==> src/hw/rtl/bhtm_pkg.sv <==
// ----------------------------------------------------------------------------
// bhtm_pkg
// Shared constants and template tables for the binary hole template matcher.
// ----------------------------------------------------------------------------
package bhtm_pkg;

    localparam int ROW_BITS    = 32;
    localparam int HIST_DEPTH  = 4;
    localparam int NUM_TMPL    = 5;
    localparam int MAX_T_ROWS  = 5;
    localparam int MAX_T_COLS  = 5;
    localparam int CFG_W       = 6;
    localparam int SEEN_W      = 3;

    localparam logic [CFG_W-1:0] WIDTH_RESET = CFG_W'(12);

    // template rows, column 0 at bit 31
    localparam int TMPL_H [NUM_TMPL] = '{3, 3, 3, 4, 5};
    localparam int TMPL_W [NUM_TMPL] = '{3, 4, 5, 3, 3};

    localparam logic [31:0] TMPL_PAT [NUM_TMPL][MAX_T_ROWS] = '{
        '{32'h4000_0000, 32'hA000_0000, 32'h4000_0000, 32'h0, 32'h0},
        '{32'h6000_0000, 32'h9000_0000, 32'h6000_0000, 32'h0, 32'h0},
        '{32'h7000_0000, 32'h8800_0000, 32'h7000_0000, 32'h0, 32'h0},
        '{32'h4000_0000, 32'hA000_0000, 32'hA000_0000, 32'h4000_0000, 32'h0},
        '{32'h4000_0000, 32'hA000_0000, 32'hA000_0000, 32'hA000_0000,
          32'h4000_0000}
    };

    localparam logic [31:0] TMPL_MSK [NUM_TMPL][MAX_T_ROWS] = '{
        '{32'h4000_0000, 32'hE000_0000, 32'h4000_0000, 32'h0, 32'h0},
        '{32'h6000_0000, 32'hF000_0000, 32'h6000_0000, 32'h0, 32'h0},
        '{32'h7000_0000, 32'hF800_0000, 32'h7000_0000, 32'h0, 32'h0},
        '{32'h4000_0000, 32'hE000_0000, 32'hE000_0000, 32'h4000_0000, 32'h0},
        '{32'h4000_0000, 32'hE000_0000, 32'hE000_0000, 32'hE000_0000,
          32'h4000_0000}
    };

endpackage

==> src/hw/rtl/bhtm_if.sv <==
// ----------------------------------------------------------------------------
// bhtm interfaces
// Row input, result output and width configuration channels.
// ----------------------------------------------------------------------------
interface bhtm_row_if #(
    parameter int ROW_BITS = bhtm_pkg::ROW_BITS
);
    logic                valid;
    logic                ready;
    logic [ROW_BITS-1:0] row_bits;
    logic                last_row;

    modport source (output valid, output row_bits, output last_row, input ready);
    modport sink   (input valid, input row_bits, input last_row, output ready);
endinterface

interface bhtm_res_if;
    logic valid;
    logic ready;
    logic hit_now;
    logic hit_in_frame;
    logic frame_done;

    modport source (output valid, output hit_now, output hit_in_frame,
                    output frame_done, input ready);
    modport sink   (input valid, input hit_now, input hit_in_frame,
                    input frame_done, output ready);
endinterface

interface bhtm_cfg_if;
    logic                        valid;
    logic                        ready;
    logic [bhtm_pkg::CFG_W-1:0]  image_width;

    modport source (output valid, output image_width, input ready);
    modport sink   (input valid, input image_width, output ready);
endinterface

==> src/hw/rtl/bhtm_match.sv <==
// ----------------------------------------------------------------------------
// bhtm_match
// Checks all templates at all column offsets of a five-row window in parallel.
// ----------------------------------------------------------------------------
module bhtm_match #(
    parameter int ROW_BITS = bhtm_pkg::ROW_BITS
) (
    input  logic [ROW_BITS-1:0]               i_win [bhtm_pkg::MAX_T_ROWS],
    input  logic [bhtm_pkg::SEEN_W-1:0]       i_rows_seen,
    input  logic [bhtm_pkg::CFG_W-1:0]        i_width,
    output logic                              o_hit
);

    localparam int NT = bhtm_pkg::NUM_TMPL;
    localparam int MR = bhtm_pkg::MAX_T_ROWS;
    localparam int XW = $clog2(ROW_BITS + 1) > bhtm_pkg::CFG_W ?
                        $clog2(ROW_BITS + 1) : bhtm_pkg::CFG_W;

    logic [ROW_BITS-1:0] hit_x [NT];
    logic [NT-1:0]       hit_t;

    for (genvar t = 0; t < NT; t++) begin : g_tmpl
        localparam int H = bhtm_pkg::TMPL_H[t];
        localparam int W = bhtm_pkg::TMPL_W[t];

        logic tall_ok;
        assign tall_ok = i_rows_seen >= bhtm_pkg::SEEN_W'(H - 1);

        for (genvar x = 0; x < ROW_BITS; x++) begin : g_off
            if (x + W <= ROW_BITS) begin : g_fit
                logic ok;
                always_comb begin
                    ok = 1'b1;
                    for (int r = 0; r < H; r++) begin
                        for (int c = 0; c < W; c++) begin
                            if (bhtm_pkg::TMPL_MSK[t][r][31-c]) begin
                                if (i_win[MR-H+r][ROW_BITS-1-x-c] !=
                                    bhtm_pkg::TMPL_PAT[t][r][31-c]) begin
                                    ok = 1'b0;
                                end
                            end
                        end
                    end
                end
                assign hit_x[t][x] = ok && tall_ok &&
                                     (XW'(i_width) >= XW'(x + W));
            end else begin : g_nofit
                assign hit_x[t][x] = 1'b0;
            end
        end

        assign hit_t[t] = |hit_x[t];
    end

    assign o_hit = |hit_t;

endmodule

==> src/hw/rtl/binary_hole_template_matcher_core.sv <==
// ----------------------------------------------------------------------------
// binary_hole_template_matcher_core
// Hit-or-miss search for enclosed empty cells and short empty runs over the
// last rows of a binary image, with a per-row and a per-frame hit flag.
// ----------------------------------------------------------------------------
//  channel | dir | payload                                | beat
//  i_row   | in  | row_bits, last_row                     | one image row
//  o_res   | out | hit_now, hit_in_frame, frame_done      | one result per row
//  i_cfg   | in  | image_width                            | register write
//
//  one row per cycle sustained while o_res is ready; each result is registered
//  after its row beat (input register, then match logic into the result register)
//  reset clears history, row count, sticky flag and sets image_width to 12
//  a stalled o_res holds its beat while the input register still takes one row
// ----------------------------------------------------------------------------
module binary_hole_template_matcher_core #(
    parameter int ROW_BITS = bhtm_pkg::ROW_BITS
) (
    input  logic          i_clk,
    input  logic          i_rst_n,
    bhtm_row_if.sink      i_row,
    bhtm_res_if.source    o_res,
    bhtm_cfg_if.sink      i_cfg
);

    localparam int HD = bhtm_pkg::HIST_DEPTH;
    localparam int MR = bhtm_pkg::MAX_T_ROWS;
    localparam int SW = bhtm_pkg::SEEN_W;

    logic                          r_in_valid;
    logic [ROW_BITS-1:0]           r_in_row;
    logic                          r_in_last;

    logic                          r_out_valid;
    logic                          r_hit_now;
    logic                          r_hit_frame;
    logic                          r_done;

    logic [ROW_BITS-1:0]           r_hist [HD];
    logic [SW-1:0]                 r_rows_seen;
    logic                          r_sticky;
    logic [bhtm_pkg::CFG_W-1:0]    r_width;

    logic                          advance;
    logic                          hit;
    logic [ROW_BITS-1:0]           win [MR];

    assign advance     = r_in_valid && (!r_out_valid || o_res.ready);
    assign i_row.ready = !r_in_valid || advance;
    assign i_cfg.ready = 1'b1;

    // oldest row first, current row last
    always_comb begin
        for (int i = 0; i < HD; i++) begin
            win[HD-1-i] = r_hist[i];
        end
        win[MR-1] = r_in_row;
    end

    bhtm_match #(
        .ROW_BITS (ROW_BITS)
    ) u_match (
        .i_win       (win),
        .i_rows_seen (r_rows_seen),
        .i_width     (r_width),
        .o_hit       (hit)
    );

    // input register
    always_ff @(posedge i_clk) begin
        if (!i_rst_n) begin
            r_in_valid <= 1'b0;
        end else if (i_row.ready) begin
            r_in_valid <= i_row.valid;
        end
        if (i_row.valid && i_row.ready) begin
            r_in_row  <= i_row.row_bits;
            r_in_last <= i_row.last_row;
        end
    end

    // result register
    always_ff @(posedge i_clk) begin
        if (!i_rst_n) begin
            r_out_valid <= 1'b0;
        end else if (advance) begin
            r_out_valid <= 1'b1;
        end else if (o_res.ready) begin
            r_out_valid <= 1'b0;
        end
        if (advance) begin
            r_hit_now   <= hit;
            r_hit_frame <= r_sticky | hit;
            r_done      <= r_in_last;
        end
    end

    // frame history
    always_ff @(posedge i_clk) begin
        if (!i_rst_n) begin
            for (int i = 0; i < HD; i++) begin
                r_hist[i] <= '0;
            end
            r_rows_seen <= '0;
            r_sticky    <= 1'b0;
        end else if (advance) begin
            if (r_in_last) begin
                for (int i = 0; i < HD; i++) begin
                    r_hist[i] <= '0;
                end
                r_rows_seen <= '0;
                r_sticky    <= 1'b0;
            end else begin
                for (int i = HD - 1; i > 0; i--) begin
                    r_hist[i] <= r_hist[i-1];
                end
                r_hist[0] <= r_in_row;
                if (r_rows_seen < SW'(HD)) begin
                    r_rows_seen <= r_rows_seen + SW'(1);
                end
                r_sticky <= r_sticky | hit;
            end
        end
    end

    // width register
    always_ff @(posedge i_clk) begin
        if (!i_rst_n) begin
            r_width <= bhtm_pkg::WIDTH_RESET;
        end else if (i_cfg.valid && i_cfg.ready) begin
            r_width <= i_cfg.image_width;
        end
    end

    assign o_res.valid        = r_out_valid;
    assign o_res.hit_now      = r_hit_now;
    assign o_res.hit_in_frame = r_hit_frame;
    assign o_res.frame_done   = r_done;

endmodule
==> src/flat_wrapper.sv <==
// flat-port wrapper written by rule: the top's interface ports become plain ports
module binary_hole_template_matcher_core_flat 
#(
    parameter int ROW_BITS = bhtm_pkg::ROW_BITS
)
  (i_clk, i_rst_n, i_row_valid, i_row_row_bits, i_row_last_row, i_row_ready, o_res_valid, o_res_hit_now, o_res_hit_in_frame, o_res_frame_done, o_res_ready, i_cfg_valid, i_cfg_image_width, i_cfg_ready);
  bhtm_row_if #(.ROW_BITS(ROW_BITS)) i_row_i ();
  bhtm_res_if o_res_i ();
  bhtm_cfg_if i_cfg_i ();
  input  logic i_clk;
  input  logic i_rst_n;
  input wire logic [$bits(i_row_i.valid)-1:0] i_row_valid;
  input wire logic [$bits(i_row_i.row_bits)-1:0] i_row_row_bits;
  input wire logic [$bits(i_row_i.last_row)-1:0] i_row_last_row;
  output wire logic [$bits(i_row_i.ready)-1:0] i_row_ready;
  output wire logic [$bits(o_res_i.valid)-1:0] o_res_valid;
  output wire logic [$bits(o_res_i.hit_now)-1:0] o_res_hit_now;
  output wire logic [$bits(o_res_i.hit_in_frame)-1:0] o_res_hit_in_frame;
  output wire logic [$bits(o_res_i.frame_done)-1:0] o_res_frame_done;
  input wire logic [$bits(o_res_i.ready)-1:0] o_res_ready;
  input wire logic [$bits(i_cfg_i.valid)-1:0] i_cfg_valid;
  input wire logic [$bits(i_cfg_i.image_width)-1:0] i_cfg_image_width;
  output wire logic [$bits(i_cfg_i.ready)-1:0] i_cfg_ready;
  assign i_row_i.valid = i_row_valid;
  assign i_row_i.row_bits = i_row_row_bits;
  assign i_row_i.last_row = i_row_last_row;
  assign i_row_ready = i_row_i.ready;
  assign o_res_valid = o_res_i.valid;
  assign o_res_hit_now = o_res_i.hit_now;
  assign o_res_hit_in_frame = o_res_i.hit_in_frame;
  assign o_res_frame_done = o_res_i.frame_done;
  assign o_res_i.ready = o_res_ready;
  assign i_cfg_i.valid = i_cfg_valid;
  assign i_cfg_i.image_width = i_cfg_image_width;
  assign i_cfg_ready = i_cfg_i.ready;
  binary_hole_template_matcher_core #(.ROW_BITS(ROW_BITS)) u_core (.i_clk(i_clk), .i_rst_n(i_rst_n), .i_row(i_row_i), .o_res(o_res_i), .i_cfg(i_cfg_i));
endmodule
==> config.mk <==
export PLATFORM = sky130hd
export DESIGN_NAME = binary_hole_template_matcher_core_flat
export DESIGN_NICKNAME = d
export VERILOG_FILES = /design/src/hw/rtl/bhtm_pkg.sv /design/src/hw/rtl/bhtm_if.sv /design/src/hw/rtl/bhtm_match.sv /design/src/hw/rtl/binary_hole_template_matcher_core.sv /design/src/flat_wrapper.sv
export SDC_FILE = /design/constraint.sdc
export NUM_CORES = 1
export LEC_CHECK = 0
export BUFFER_PORTS_ARGS = -buffer_cell sky130_fd_sc_hd__buf_2
export CAP_MARGIN = 10
export CORE_UTILIZATION = 65
export CTS_CLUSTER_DIAMETER = 50
export DETAILED_ROUTE_END_ITERATION = 12
export PLACE_DENSITY = 0.92
export SLEW_MARGIN = 40
export SYNTH_ARGS = -nofsm -noshare
export SYNTH_HDL_FRONTEND = slang
export SYNTH_SLANG_ARGS = --single-unit
==> constraint.sdc <==
create_clock -name i_clk -period 8.35 [get_ports i_clk]
set_input_delay 1.67 -clock i_clk [delete_from_list [all_inputs] [get_ports i_clk]]
set_output_delay 1.67 -clock i_clk [all_outputs]
set_load 0.005 [all_outputs]
==> flow_summary_export.csv <==
group,metric,value,unit
floorplanning,die_h,121,µm
routing,drt-pass1-iter-count,6,
timing,fin_tns_setup,0,ns
finish,fillers,995,
setup_path,cp_slowest_stage_delay,0.21,ns
global_routing,grt_max_degree,59,
global_routing,antenna_found_initial,0,
cts,root_buffer,"clkbuf_16",
setup_path,r2r_setup_slack,4.57,ns
setup_path,crit_slowest_cell,"nor2b_1",
min_path,hold_path_depth,2,
routing,drc,0,
finish,fin_cells,1111,
finish,layout.nets,965,
routing,dr_total_vias,7757,
placed_design,portBuffers,48,
timing,fin_ws,4.48,ns
timing,rsz0062_at_grt,"false",
global_routing,grt_usage,38.1,%
routing,routed_via_density,6.98,
cts,clk_latency,0.44,ns
logic_synthesis,synth_cell_types,74,
timing,finalHoldViolCount,0,
cts,numCtsBuffers,17,
cts,h-tree-depth,4,
global_routing,met3_usage,10.5,%
timing,clock.fmax,0.259,GHz
finish,final_area,10100,µm²
global_routing,met2_usage,57.2,%
setup_path,crit_top_cell,"buf_2",
logic_synthesis,async_flop_share,0,%
global_routing,grt_pass1_vias,7106,
floorplanning,die_area,14700,µm²
cts,cts_setup_buffers,0,
floorplanning,ios,50,
logic_synthesis,synth.avg_cell_area,10.3,µm²
logic_synthesis,ys_warn_count,0,
placed_design,dp.cells,1079,
setup_path,worstRegToRegCells,9,
cts,clk_path_buf_depth,2,
finish,syn2layout_area_growth,9.98,%
placed_design,place_hpwl,18700,µm
cts,cts_hold_buf,0,
timing,setup_viol,0,
placed_design,placed_cell_area,9540,µm²
cts,clk_pin_slew,0.07,ns
pwr,ir_drop,189,µV
setup_path,reg2reg_from,"u_core.r_width[5]",
setup_path,cp_max_fo,4,
floorplanning,start_util,66.5,%
global_routing,grt_pass1_wl,40800,µm
finish,diodes,0,
routing,routedWlPerCell,24.1,µm
cts,cts_tree,"built",
setup_path,startpoint_type,"input port",
setup_path,crit_required,6.68,ns
cts,clkSinkCount,174,
pwr,p_leak,3.53,nW
min_path,hp-start,"u_core.r_sticky",
finish,drive_gt1_share,11.1,%
setup_path,critPathLaunch,"o_res_ready",
logic_synthesis,yosys.area.top_type,"edfxtp_1",
cts,cts_resized,0,
logic_synthesis,syn-cell-area,9230,µm²
routing,antenna_left,0,
run,maxCapViolCount,0,
timing,fin_crit,3.87,ns
setup_path,r2r_end,"u_core.o_res.hit_in_frame",
logic_synthesis,synth_nets,942,
global_routing,grt_most_used_layer,"met2",
global_routing,overflow,0,
logic_synthesis,syn_inst,895,
global_routing,grt.met1_usage,52.1,%
routing,routed_wl,26700,µm
timing,slew_headroom,37.1,%
logic_synthesis,ys_top_cells_by_area,"edfxtp_1, dfxtp_1, and2_1",
routing,drtIter0Drc,1165,
logic_synthesis,ys_seq_elements,174,
floorplanning,die_w,121,µm
setup_path,crit_chain,"buf_2, nor2b_1, nand2_1, buf_2",
min_path,hold_end,"u_core.r_sticky",
setup_path,path_class,"input port to output port",
min_path,hold_path_class,"flip-flop to flip-flop",
placed_design,dp_slack,4.30,ns
logic_synthesis,ys_seq_area_share,51.9,%
outcome,outcome,"completed",
logic_synthesis,synth_flop_cell,"edfxtp_1",
logic_synthesis,synth_edf_count,130,
setup_path,critPathArrivalTime,2.20,ns
setup_path,critPathCaptureType,"output port",
logic_synthesis,yosysTopAreaCellShare,42.3,%
timing,skew,0.00733,ns
timing,slew_viol_final,0,
timing,tightest_slew,0.939,ns
floorplanning,core,13900,µm²
pwr,p_per_area,194,nW/µm²
placed_design,gp_congestion,1.04,
timing,timing.final.crit_share,46.3,%
floorplanning,row_count,43,
==> area by class of cell <==
cell class	count	area, µm²	area share [%]
Clock buffer	18	429	4.23
Multi-Input combinational cell	645	4140	40.8
Clock inverter	14	173	1.70
Sequential cell	174	4790	47.2
Inverter	24	90.1	0.888
Tap cell	180	225	2.22
Timing Repair Buffer	56	300	2.96
==> synthesized netlist by cell type, drive strengths merged (6+ instances only) <==
cell type    n
nor2b       49
o21ai       16
buf         10
and3        27
a211oi       8
a31oi       17
and2        99
nand2       54
nand3b      22
nand4b      32
a22oi        6
a21oi       51
nand4       38
o211ai       8
nand2b      14
edfxtp     130
clkbuf      42
nor3        35
nor4        27
dfxtp       44
nor2        23
inv         24
and4b       15
mux2i        6
nand3       21
==> layer usage <==
metal	part of all wire [%]	routed length [µm]	vias up
li1	-	-	3459
met1	40	10800	3654
met2	44	11800	549
met3	12	3130	95
met4	3.9	1040	0
met5	0	0	-
==> layout by cell type, fill, tap and decap left out, drive strengths merged, types with 6 or more instances in the layout <==
| master | n |
|---|---|
| mux2i | 6 |
| dfxtp | 44 |
| and3 | 27 |
| and4b | 15 |
| a22oi | 6 |
| nand2b | 14 |
| o21ai | 16 |
| clkbuf | 18 |
| a211oi | 8 |
| nand4b | 32 |
| nand3b | 22 |
| edfxtp | 130 |
| nand4 | 38 |
| a21oi | 51 |
| nand2 | 54 |
| inv | 33 |
| nor4 | 27 |
| nor2 | 23 |
| buf | 56 |
| nor3 | 35 |
| o211ai | 8 |
| a31oi | 17 |
| nand3 | 21 |
| nor2b | 49 |
| and2 | 99 |
==> sequential cells by signal, indices dropped and copies added (netlist names) <==
name / count
u_core.r_in_row: 32
u_core.o_res.frame_done: 1
u_core.r_sticky: 1
u_core.o_res.hit_now: 1
u_core.r_in_valid: 1
u_core.r_in_last: 1
u_core.o_res.valid: 1
u_core.r_width: 6
u_core.r_rows_seen: 3
u_core.o_res.hit_in_frame: 1
u_core.r_hist: 126
==> worst max-delay path by stage <==
stage,to,slack (ns),cells past startpoint
6_report,i_row_ready,4.48,4
5_1_grt,i_row_ready,4.42,4
4_1_cts,i_row_ready,4.48,4
3_5_place_dp,u_core.r_hist[3][14],4.30,8
3_3_place_gp,u_core.r_hist[2][2],4.42,8
2_1_floorplan,u_core.r_hist[0][0],3.97,5
==> worst max-delay path: cells and delay by family <==
kind / cells / cell delay [ns]
buffers and inverters: 2 / 0.22
and+or+nand+nor: 2 / 0.30
==> metrics by stage <==
step | utilization, % | power (mW) | hold WS (ns)
2_1_floorplan | - | 1.11 | 0.445
3_3_place_gp | 68.7 | 1.16 | 0.457
3_5_place_dp | 68.7 | 1.16 | 0.468
4_1_cts | 73.1 | 1.97 | 0.481
5_1_grt | 73.1 | 2.02 | 0.513
6_report | 73.1 | 1.97 | 0.486
==> cells by family after synthesis <==
group | after synthesis | share of synthesized area, %
flip-flops | 174 | 51.9
adder cells (fa/ha/maj) | 3 | 0.407
AND/OR/NAND/NOR | 484 | 32.6
multiplexers | 6 | 0.651
AO/OA/AOI/OAI | 151 | 11.1
other | 1 | 0.0406
buffers and inverters | 76 | 3.40
==> report_power, final <==
| part | switching, mW | total (mW) | leakage (nW) | internal (mW) |
|---|---|---|---|---|
| Clock | 0.366 | 0.820 | 0.290 | 0.454 |
| Sequential | 0.0631 | 1.04 | 1.71 | 0.974 |
| Combinational | 0.0715 | 0.114 | 1.53 | 0.0423 |
No activity file was read; power rests on OpenSTA's default activity.
